**config.mk**
```make
export PLATFORM = sky130hd
export DESIGN_NAME = adc_channel_scanner_with_smoothing_core
export DESIGN_NICKNAME = d
export VERILOG_FILES = /design/src/rtl/adcscan_pkg.sv /design/src/rtl/adc_channel_scanner_with_smoothing_core.sv /design/src/rtl/adcscan_ram.sv
export SDC_FILE = /design/constraint.sdc
export NUM_CORES = 1
export LEC_CHECK = 0
export ABC_CLOCK_PERIOD_IN_PS = 6700
export BUFFER_PORTS_ARGS = -buffer_cell sky130_fd_sc_hd__buf_2
export CAP_MARGIN = 25
export CORE_AREA = 3 3 209 211
export DETAILED_ROUTE_END_ITERATION = 6
export DIE_AREA = 0 0 212 214
export GPL_TIMING_DRIVEN = 0
export HOLD_SLACK_MARGIN = 0.03
export PLACE_DENSITY = 0.8
export RECOVER_POWER = 25
export SLEW_MARGIN = 30
export SYNTH_ARGS = -nofsm -noshare
export SYNTH_HDL_FRONTEND = slang
export SYNTH_SLANG_ARGS = --single-unit
```
**constraint.sdc**
```tcl
create_clock -name clk -period 6.7 [get_ports clk]
set_input_delay 1.005 -clock clk [delete_from_list [all_inputs] [get_ports clk]]
set_output_delay 1.005 -clock clk [all_outputs]
set_load 0.01 [all_outputs]
```
**src/rtl/adcscan_pkg.sv**
```systemverilog
// Shared constants, types and codes of the ADC channel scanner.
package adcscan_pkg;

	// Scan geometry
	localparam int CHANNELS = 8;
	localparam int CH_AW    = (CHANNELS > 1) ? $clog2(CHANNELS) : 1;

	// Field widths
	localparam int OP_W     = 1;
	localparam int SAMPLE_W = 10;
	localparam int CHAN_W   = 3;
	localparam int NARROW_W = 8;
	localparam int KEEP_W   = 9;
	localparam int CFG_W    = 9;
	localparam int CFG_IDX_W = 1;

	// Average in Q8: 10 integer bits, 8 fraction bits
	localparam int AVG_FRAC = 8;
	localparam int AVG_W    = SAMPLE_W + AVG_FRAC;
	localparam int RAM_W    = SAMPLE_W + AVG_W;

	// Multiply-add widths
	localparam int PROD_OLD_W = AVG_W + KEEP_W;
	localparam int PROD_NEW_W = SAMPLE_W + KEEP_W;
	localparam int SUM_W      = PROD_OLD_W + 1;
	localparam int ROUND_W    = AVG_W + 1;

	localparam int KEEP_ONE   = 256;
	localparam int ROUND_HALF = 128;
	localparam int VALUE_MAX  = 1023;

	// Register reset values
	localparam logic       FILTER_ENABLE_RST = 1'b1;
	localparam logic [KEEP_W-1:0] KEEP_WEIGHT_RST = 9'd230;

	// Operation codes
	localparam logic [OP_W-1:0] OP_CONVERT = 1'b0;
	localparam logic [OP_W-1:0] OP_READ    = 1'b1;

	// Register indexes
	localparam logic [CFG_IDX_W-1:0] REG_FILTER_ENABLE = 1'b0;
	localparam logic [CFG_IDX_W-1:0] REG_KEEP_WEIGHT   = 1'b1;

	// Sequencer states
	typedef enum logic [1:0] {
		ST_IDLE,
		ST_FETCH,
		ST_CALC
	} state_t;

endpackage

```
**src/rtl/adc_channel_scanner_with_smoothing_core.sv**
```systemverilog
// Top level of the round-robin ADC scanner with per-channel smoothing.
//
// A beat is taken when start is high and busy is low. Every beat, conversion
// or read, reads its channel's memory word as it is taken; the fetch state
// forms the two registered products of the smoothing filter; the calc state
// adds them and, on a conversion, writes the word back. The result appears
// on the cycle after that, marked by done for exactly one cycle, and cannot
// be held off; busy is already low in that cycle, so a new beat can follow,
// but not before. Conversions return zero values with mux_select naming the
// next channel to scan. Registers may be written only while busy is low.
module adc_channel_scanner_with_smoothing_core
	import adcscan_pkg::*;
(
	input  logic                  clk,
	input  logic                  arst_n,
	// Command
	input  logic                  start,
	output logic                  busy,
	input  logic [OP_W-1:0]       operation,
	input  logic [SAMPLE_W-1:0]   sample,
	input  logic [CHAN_W-1:0]     read_channel,
	// Result
	output logic                  done,
	output logic [SAMPLE_W-1:0]   value_wide,
	output logic [NARROW_W-1:0]   value_narrow,
	output logic                  fresh,
	output logic [CHAN_W-1:0]     mux_select,
	// Configuration
	input  logic                  cfg_we,
	input  logic [CFG_IDX_W-1:0]  cfg_index,
	input  logic [CFG_W-1:0]      cfg_wdata
);

	state_t state_q, state_d;

	logic              filter_enable_q;
	logic [KEEP_W-1:0] keep_weight_q;

	logic [CH_AW-1:0]    scan_q;
	logic [CHANNELS-1:0] fresh_q, seeded_q, written_q;

	logic                accept;
	logic [CH_AW-1:0]    raddr;
	logic [RAM_W-1:0]    rdata;
	logic                ram_we;
	logic [RAM_W-1:0]    ram_wdata;

	// Beat held through the sequence
	logic [OP_W-1:0]     op_s1;
	logic [SAMPLE_W-1:0] sample_s1;
	logic [CH_AW-1:0]    addr_s1;
	logic                chan_ok_s1;

	// Fetch stage results
	logic [PROD_OLD_W-1:0] prod_old_s2;
	logic [PROD_NEW_W-1:0] prod_new_s2;
	logic [AVG_W-1:0]      avg_old_s2;
	logic [SAMPLE_W-1:0]   value_s2;

	logic [SAMPLE_W-1:0] raw_rd;
	logic [AVG_W-1:0]    avg_rd;
	logic [KEEP_W-1:0]   keep_sat;
	logic [KEEP_W-1:0]   weight_new;
	logic [ROUND_W-1:0]  round_sum;
	logic [ROUND_W-AVG_FRAC-1:0] rounded;
	logic [SAMPLE_W-1:0] rounded_sat;
	logic [SAMPLE_W-1:0] value_rd;

	logic [SUM_W-1:0]    sum;
	logic [AVG_W-1:0]    avg_new;
	logic [CH_AW-1:0]    scan_next;
	logic                calc;

	// Result registers
	logic                done_q;
	logic [SAMPLE_W-1:0] value_wide_q;
	logic                fresh_out_q;
	logic [CHAN_W-1:0]   mux_select_q;

	// Next state
	always_comb begin
		state_d = state_q;
		case (state_q)
			ST_IDLE:  if (start) state_d = ST_FETCH;
			ST_FETCH: state_d = ST_CALC;
			ST_CALC:  state_d = ST_IDLE;
			default:  state_d = ST_IDLE;
		endcase
	end

	// Sequencer outputs
	always_comb begin
		busy = 1'b1;
		calc = 1'b0;
		case (state_q)
			ST_IDLE:  busy = 1'b0;
			ST_FETCH: busy = 1'b1;
			ST_CALC:  calc = 1'b1;
			default:  busy = 1'b1;
		endcase
	end

	assign accept = start && !busy;

	always_ff @(posedge clk or negedge arst_n) begin
		if (!arst_n) begin
			state_q <= ST_IDLE;
		end else begin
			state_q <= state_d;
		end
	end

	// Configuration registers
	always_ff @(posedge clk or negedge arst_n) begin
		if (!arst_n) begin
			filter_enable_q <= FILTER_ENABLE_RST;
			keep_weight_q   <= KEEP_WEIGHT_RST;
		end else if (cfg_we) begin
			case (cfg_index)
				REG_FILTER_ENABLE: filter_enable_q <= cfg_wdata[0];
				REG_KEEP_WEIGHT:   keep_weight_q   <= cfg_wdata[KEEP_W-1:0];
				default:           ;
			endcase
		end
	end

	// Channel memory: raw sample over Q8 average
	assign raddr = (operation == OP_READ) ? CH_AW'(read_channel) : scan_q;

	adcscan_ram #(
		.WIDTH (RAM_W),
		.DEPTH (CHANNELS)
	) u_ram (
		.clk   (clk),
		.we    (ram_we),
		.waddr (addr_s1),
		.wdata (ram_wdata),
		.raddr (raddr),
		.rdata (rdata)
	);

	// Latch the accepted beat
	always_ff @(posedge clk) begin
		if (accept) begin
			op_s1      <= operation;
			sample_s1  <= sample;
			addr_s1    <= raddr;
			chan_ok_s1 <= (operation == OP_CONVERT) ||
				(32'(read_channel) < CHANNELS);
		end
	end

	// Fetch: split the word, form products and the read value
	assign raw_rd     = rdata[AVG_W +: SAMPLE_W];
	assign avg_rd     = rdata[AVG_W-1:0];
	assign keep_sat   = (keep_weight_q > KEEP_W'(KEEP_ONE)) ? KEEP_W'(KEEP_ONE) : keep_weight_q;
	assign weight_new = KEEP_W'(KEEP_ONE) - keep_sat;
	assign round_sum  = ROUND_W'(avg_rd) + ROUND_W'(ROUND_HALF);
	assign rounded    = round_sum[ROUND_W-1:AVG_FRAC];
	assign rounded_sat = (rounded > (ROUND_W-AVG_FRAC)'(VALUE_MAX)) ?
		SAMPLE_W'(VALUE_MAX) : rounded[SAMPLE_W-1:0];

	always_comb begin
		value_rd = '0;
		if (chan_ok_s1) begin
			if (filter_enable_q) begin
				if (seeded_q[addr_s1]) value_rd = rounded_sat;
			end else if (written_q[addr_s1]) begin
				value_rd = raw_rd;
			end
		end
	end

	always_ff @(posedge clk) begin
		if (state_q == ST_FETCH) begin
			prod_old_s2 <= PROD_OLD_W'(avg_rd) * PROD_OLD_W'(keep_sat);
			prod_new_s2 <= PROD_NEW_W'(sample_s1) * PROD_NEW_W'(weight_new);
			avg_old_s2  <= avg_rd;
			value_s2    <= value_rd;
		end
	end

	// Calc: add and truncate, seed or keep the average; write back on a conversion
	assign sum = SUM_W'(prod_old_s2) + SUM_W'({prod_new_s2, {AVG_FRAC{1'b0}}});

	always_comb begin
		avg_new = avg_old_s2;
		if (filter_enable_q) begin
			if (!seeded_q[addr_s1]) avg_new = {sample_s1, {AVG_FRAC{1'b0}}};
			else                    avg_new = sum[AVG_FRAC +: AVG_W];
		end
	end

	assign ram_we    = calc && (op_s1 == OP_CONVERT);
	assign ram_wdata = {sample_s1, avg_new};
	assign scan_next = (32'(scan_q) == CHANNELS - 1) ? '0 : scan_q + 1'b1;

	// Advance the scan and update the channel flags
	always_ff @(posedge clk or negedge arst_n) begin
		if (!arst_n) begin
			scan_q    <= '0;
			fresh_q   <= '0;
			seeded_q  <= '0;
			written_q <= '0;
		end else if (calc) begin
			if (op_s1 == OP_CONVERT) begin
				scan_q             <= scan_next;
				fresh_q[addr_s1]   <= 1'b1;
				written_q[addr_s1] <= 1'b1;
				if (filter_enable_q) seeded_q[addr_s1] <= 1'b1;
			end else if (chan_ok_s1) begin
				fresh_q[addr_s1] <= 1'b0;
			end
		end
	end

	// Drive the result beat for one cycle
	always_ff @(posedge clk or negedge arst_n) begin
		if (!arst_n) begin
			done_q <= 1'b0;
		end else begin
			done_q <= calc;
		end
	end

	always_ff @(posedge clk or negedge arst_n) begin
		if (!arst_n) begin
			value_wide_q <= '0;
			fresh_out_q  <= 1'b0;
			mux_select_q <= '0;
		end else if (calc) begin
			if (op_s1 == OP_CONVERT) begin
				value_wide_q <= '0;
				fresh_out_q  <= 1'b0;
				mux_select_q <= CHAN_W'(scan_next);
			end else begin
				value_wide_q <= value_s2;
				fresh_out_q  <= chan_ok_s1 && fresh_q[addr_s1];
				mux_select_q <= CHAN_W'(scan_q);
			end
		end
	end

	assign done         = done_q;
	assign value_wide   = value_wide_q;
	assign value_narrow = value_wide_q[SAMPLE_W-1 -: NARROW_W];
	assign fresh        = fresh_out_q;
	assign mux_select   = mux_select_q;

endmodule

```
**src/rtl/adcscan_ram.sv**
```systemverilog
// Generic single-port-write, registered-read RAM.
module adcscan_ram #(
	parameter int WIDTH = 8,
	parameter int DEPTH = 8
) (
	input  logic                                     clk,
	input  logic                                     we,
	input  logic [((DEPTH > 1) ? $clog2(DEPTH) : 1)-1:0] waddr,
	input  logic [WIDTH-1:0]                         wdata,
	input  logic [((DEPTH > 1) ? $clog2(DEPTH) : 1)-1:0] raddr,
	output logic [WIDTH-1:0]                         rdata
);

	logic [WIDTH-1:0] mem_q [DEPTH];
	logic [WIDTH-1:0] rdata_q;

	// Write one entry, register the read word
	always_ff @(posedge clk) begin
		if (we) begin
			mem_q[waddr] <= wdata;
		end
		rdata_q <= mem_q[raddr];
	end

	assign rdata = rdata_q;

endmodule

```
==> flow_summary.toml, run 1 <==
[run_status]
outcome = "finished, violations left"
violations = "capacitance limit, slew limit"

[synthesis]
synth_edf_count = 302
synth_top_area_share = 0.394
yosys.cell_count.top_type = "nand2_1"
synth_warnings = 0
netlist_top_cells_count = "429 x nand2_1, 302 x edfxtp_1, 239 x inv_1, 168 x fa_1, 166 x nand3_1"
synth_area_leader_cell = "edfxtp_1"
syn_inst = 2142
syn_nets = 2437
ys_types = 67
synth.area.top_cells = "edfxtp_1 39%, fa_1 15%, nand2_1 7.0%"
async_flop_share = 0.134
syn_area_um2 = 23000
ys_seq_area_frac = 0.474
syn_avg_cell_area_um2 = 10.7
synthFlopType = "edfxtp_1"
ys_ff_latch = 381

[clock_network]
insertion_delay_ns = 0.57
ctsHoldBuffers = 0
cts_root_buf = "clkbuf_16"
htree_num_levels = 2
clk_path_buf_depth = 3
cts_tree = "built"
cts_sinks = 381
numCtsBuffers = 38
clk_pin_slew_ns = 0.06

[sta]
max_slew_margin = -0.872
finClkSkew_ns = 0.0426
hold_violations = 0
worstMarginPinSlew_ns = 2.81
finalSetupTns_ns = 0
setup_viol = 0
min_period_ns = 6.40
drv_slew = 52
period_share = 0.955
max_freq_ghz = 0.156

[die]
design.die.area_um2 = 45400
initial_core_util = 0.549
fp.dieH_um = 214
io_pins = 52
num_rows = 75
core_um2 = 41900
die_w_um = 212

[grt]
grt_usage = 0.260
grt_start_max_net_pins = 52
grt_pass1_wl_mm = 92.6
grt_overflow = 0
grt_pass1_vias = 17200
grt_antenna_before_repair = 1

[routing]
ant_nets = 0
drt-initial-drc-count = 1819
drt-vias-per-instance = 5.88
wl_mm = 57.8
first_pass_iters = 5
drc_errors = 0
wl_per_cell_um = 20.5
num_vias = 16600

[critical_path]
crit_required_ns = 7.01
reg2reg_slack_ns = 0.30
crit_fanout = 10
slowest_stage = "fa_1"
cp.buffers_inverters = 8
crit_family = "adder cells"
max_stage_delay_ns = 0.56
cp-end-kind = "register"
reg2reg_from = "keep_weight_q[8]"
criticalPathCategory = "reg2reg"
worstRegToRegCells = 25
arrival_ns = 6.71
crit_top_cell = "fa_1"
reg2reg_to = "prod_new_s2[17]"
startpoint_type = "register"

[place]
place_area_um2 = 24400
place_hpwl_mm = 42.2
port_buffers = 51
place.gp.congestion = 0.938

[cells_and_area]
seq_area_um2 = 10900
drive_above_1_share = 0.0921
stdcell_area_um2 = 25800
area_growth_pct = 12.2
multi_input_area_um2 = 10900
antenna_cells = 0
finalNetCount = 2544
fill_cells = 3095

[flow_run]
maxCapViolCount = 1

[hold_path]
hold_class = "reg2reg"
hold_depth = 0
worstHoldStart = "u_ram.rdata[1]"
hold_end = "avg_old_s2[1]"
[how the worst max path moves through the flow]
stage | startpoint | end | slack, ns | cells after the start
6_report | keep_weight_q[8] | prod_new_s2[17] | 0.30 | 25
5_1_grt | keep_weight_q[8] | prod_new_s2[17] | -0.003 | 25
4_1_cts | keep_weight_q[8] | prod_new_s2[17] | 0.03 | 25
3_5_place_dp | keep_weight_q[8] | prod_new_s2[17] | -0.81 | 24
3_3_place_gp | keep_weight_q[8] | prod_new_s2[17] | -0.64 | 24
2_1_floorplan | keep_weight_q[8] | prod_new_s2[17] | 0.59 | 24
[repair_timing]
action	4_1_cts	5_1_grt
resized for setup	14	33
pin swaps	1	2
setup buffers	3	2
setup endpoints to repair	7	13
[final cells by class]
type | count | area share
Clock buffer | 49 | 0.0392
Tap cell | 539 | 0.0261
Timing Repair Buffer | 69 | 0.0235
Buffer | 108 | 0.0187
Inverter | 240 | 0.0349
Clock inverter | 21 | 0.0124
Sequential cell | 381 | 0.423
Multi-Input combinational cell | 1411 | 0.423
[kinds of logic (layout without fill, tap and decap cells)]
logic type / count (synthesis) / count (layout) / share of synthesized area
AOI/OAI and AO/OA: 205 / 205 / 0.0595
xor gates and xnor gates: 57 / 57 / 0.0217
adders and majority gates: 267 / 267 / 0.200
buffers and inverters: 350 / 487 / 0.0592
DFF: 381 / 381 / 0.474
muxes: 35 / 35 / 0.0161
and+or+nand+nor: 847 / 847 / 0.169
[layout by cell type, fill, tap and decap left out, types with 12 or more instances in the layout]
cell,netlist,layout
a21o_1,37,37
a21oi_1,43,42
and2_1,108,107
buf_2,4,52
buf_4,8,14
clkbuf_1,86,81
clkbuf_16,0,38
clkbuf_2,0,12
dfrtp_1,45,44
dfxtp_1,28,28
edfxtp_1,302,302
fa_1,168,168
ha_1,99,99
inv_1,239,239
mux2_2,17,17
mux2i_1,18,18
nand2_1,429,429
nand3_1,166,166
nor2_1,52,43
nor2b_1,36,35
o21a_1,12,12
o21ai_0,51,49
xnor2_1,36,34
xor2_1,21,20
[per-layer routing]
| layer | GRT usage | share of wire | up-vias |
|---|---|---|---|
| met3 | 0.0393 | 0.098 | 164 |
| met1 | 0.345 | 0.37 | 8162 |
| met5 | 0 | 0 | - |
| met4 | 0.121 | 0.045 | 0 |
| met2 | 0.424 | 0.48 | 939 |
| li1 | - | - | 7306 |
[stage by stage]
step           setup WS [ns]  hold slack, ns  utilization  cells
2_1_floorplan          0.587           0.406            -   2142
6_report               0.300           0.453        0.616   2818
4_1_cts               0.0256           0.449        0.615   2818
3_5_place_dp          -0.813           0.424        0.581   2745
3_3_place_gp          -0.642           0.425        0.571   2732
5_1_grt             -0.00268           0.461        0.616   2818
[state kept, by name, indices dropped and copies added, names as in the netlist, 2 cells and up, named ones only]
signal and count:
u_ram.rdata 28, prod_new_s2 18, state_q 2, scan_q 3
avg_old_s2 18, keep_weight_q 9, u_ram.mem_q 224, sample_s1 10
prod_old_s2 18, value_s2 10, seeded_q 8, addr_s1 3
written_q 8, value_wide 10
Power of run 1 is left out: the tool's default activity adds up to more than one toggle a clock period on the data nets, which glitch-free logic cannot reach.
==> inputs of run 2 (changes only) <==
CORE_AREA = 3 3 207 209   (was 3 3 209 211)
DIE_AREA = 0 0 210 212   (was 0 0 212 214)
PLACE_DENSITY = 0.74   (was 0.8)
SYNTH_HIERARCHICAL = 1   (was unset)
==> run 2 against run 1 <==
  * The run still ends with capacitance limit, slew limit left
  * First-iteration DRC count is 27% lower
  * Synthesized area is 1.7% lower
  * Critical path depth is 4 lower
  * Via count is 16% lower
  * Non-clock buffer count is 25 lower
  * Sequential cell count stayed put
  * Wire length is 13% lower
==> flow_summary.toml, run 2 <==
[critical_path]
reg2reg_slack_ns = 0.28
reg2reg_to = "prod_old_s2[21]"
cp-end-kind = "register"
crit_fanout = 10
criticalPathCategory = "reg2reg"
arrival_ns = 6.68
startpoint_type = "register"
crit_required_ns = 6.96
worstRegToRegCells = 21
reg2reg_from = "keep_weight_q[8]"

[place]
port_buffers = 51
post-place-ws_ns = -0.498
place.gp.congestion = 0.875
place_hpwl_mm = 36.7
place_inst = 2363

[hold_path]
hold_class = "reg2reg"
worstHoldStart = "u_ram/rdata[2]"
hold_depth = 0
hold_end = "avg_old_s2[2]"

[clock_network]
ctsHoldBuffers = 0
cts_sinks = 381
numCtsBuffers = 39
clk_pin_slew_ns = 0.06
htree_num_levels = 2
cts_root_buf = "clkbuf_16"
clk_path_buf_depth = 3
cts_tree = "built"
insertion_delay_ns = 0.53

[cells_and_area]
stdcell_count = 2435
final_cell_mix = "302 x edfxtp_1, 224 x inv_1, 211 x nand2_1"
layout_commonest_cell = "edfxtp_1"
drive_above_1_share = 0.153
finalNetCount = 2169
area_growth_pct = 11.6
largest_reg_flops = 224
regMostFlops = "u_ram/mem_q"
antenna_cells = 0

[synthesis]
synth_area_leader_cell = "edfxtp_1"
synth_top_area_share = 0.401
syn_area_um2 = 22600
syn_avg_cell_area_um2 = 12.8
ys_types = 66
async_flop_share = 0.134
ys_ff_latch = 381
netlist_top_cells_count = "302 x edfxtp_1, 224 x inv_1, 211 x nand2_1, 168 x fa_1, 122 x and2_1"
synth.area.top_cells = "edfxtp_1 40%, fa_1 15%, mux4_2 5.6%"
syn_nets = 2057
synthFlopType = "edfxtp_1"
ys_seq_area_frac = 0.482
synth_edf_count = 302
synth_warnings = 6
syn_inst = 1762
yosys.cell_count.top_type = "edfxtp_1"

[die]
core_um2 = 41000
io_pins = 52
num_rows = 74
initial_core_util = 0.552
die_w_um = 210
design.die.area_um2 = 44500
fp.dieH_um = 212

[sta]
finClkSkew_ns = 0.0104
hold_violations = 0
min_period_ns = 6.42
worstMarginPinSlew_ns = 2.68
holdWs_ns = 0.434
period_share = 0.958
max_slew_margin = -0.786
drv_slew = 72
max_freq_ghz = 0.156
setup_viol = 0
layout_setup_ws_ns = 0.283

[run_status]
violations = "capacitance limit, slew limit"
outcome = "finished, violations left"

[routing]
ant_nets = 0
drt-vias-per-instance = 5.74
drt-initial-drc-count = 1320
drc_errors = 0
num_vias = 14000
first_pass_iters = 5
wl_mm = 50.4
wl_per_cell_um = 20.7

[grt]
grt_antenna_before_repair = 0
grt_usage = 0.234
grt_pass1_wl_mm = 81.0
grt_start_max_net_pins = 52
grt_pass1_vias = 14700
grt_overflow = 0

[flow_run]
maxCapViolCount = 2
[run 2: cell types whose count changed after synthesis, moves of 9 or more]
cell      delta
a21oi_1     -11
and2_1      +14
clkbuf_1    -29
inv_1       -15
mux2_2      +30
mux2i_1     -15
mux4_2      +56
nand2_1    -218
nand2b_1     +9
nand3_1    -142
nor2b_1     -19
o21ai_0     -20
[run 2: kinds of logic after synthesis]
logic type               Yosys count  synth area share
multiplexers                     113            0.0884
XOR/XNOR                          56            0.0217
AND/OR/NAND/NOR                  480             0.103
buffers and inverters            307            0.0547
flip-flops                       381             0.482
adder cells (fa/ha/maj)          267             0.203
AO/OA/AOI/OAI                    158            0.0468
[run 2: what timing repair did]
item / in CTS / in global routing
cloned: 0 / 0
endpoints found under the hold margin: 0 / 0
gates resized for setup: 4 / 38
setup endpoints to repair: 7 / 11
setup buffers: 1 / 2
pin swaps: 1 / 3
[run 2: worst max-delay path by stage]
| stage | cells past startpoint | endpoint | startpoint | slack (ns) |
|---|---|---|---|---|
| 2_1_floorplan | 22 | prod_new_s2[16] | keep_weight_q[1] | 0.74 |
| 3_3_place_gp | 22 | prod_new_s2[16] | keep_weight_q[1] | -0.47 |
| 3_5_place_dp | 22 | prod_new_s2[16] | keep_weight_q[1] | -0.50 |
| 4_1_cts | 22 | prod_new_s2[16] | keep_weight_q[1] | 0.004 |
| 5_1_grt | 24 | prod_new_s2[17] | keep_weight_q[1] | -0.006 |
| 6_report | 21 | prod_old_s2[21] | keep_weight_q[8] | 0.28 |
[run 2: cell type report]
class                           count  area (um2)
Buffer                             80         404
Clock buffer                       58        1110
Clock inverter                     12         103
Fill cell                        3022       15800
Inverter                          226         850
Multi-Input combinational cell   1074       10600
Sequential cell                   381       10900
Tap cell                          532         666
Timing Repair Buffer               72         574
[run 2: metal layers]
layer  vias up  GRT usage  routed length [um]
met1      7030      0.317               20300
met5         -          0                   0
met3       124     0.0381                3900
met2       622      0.396               24600
met4         0     0.0714                1590
li1       6206          -                   -
[run 2: metrics by stage]
stage               cell area, um2  utilization  setup TNS [ns]
floorplan                    22600            -               0
detailed placement           23900        0.583          -0.994
global route                 25300        0.616        -0.00681
finish                       25300        0.616               0
global placement             23500        0.574          -0.801
CTS                          25200        0.614               0
[run 2: worst max-delay path, cell delays in order (launching register included)]
cell      delay [ns]
dfrtp_1         0.40
clkbuf_2        0.22
nor2b_1         0.25
clkbuf_1        0.46
clkbuf_2        0.37
nand2_1         0.12
fa_1            0.47
fa_1            0.49
inv_1           0.05
fa_1            0.52
inv_1           0.05
fa_1            0.53
inv_1           0.04
ha_1            0.34
a21oi_1         0.21
nand2_1         0.08
o311a_4         0.35
a221o_1         0.36
a21o_1          0.23
a21oi_2         0.25
o21ai_0         0.13
xor2_1          0.18
Power of run 2 is left out for the same reason.
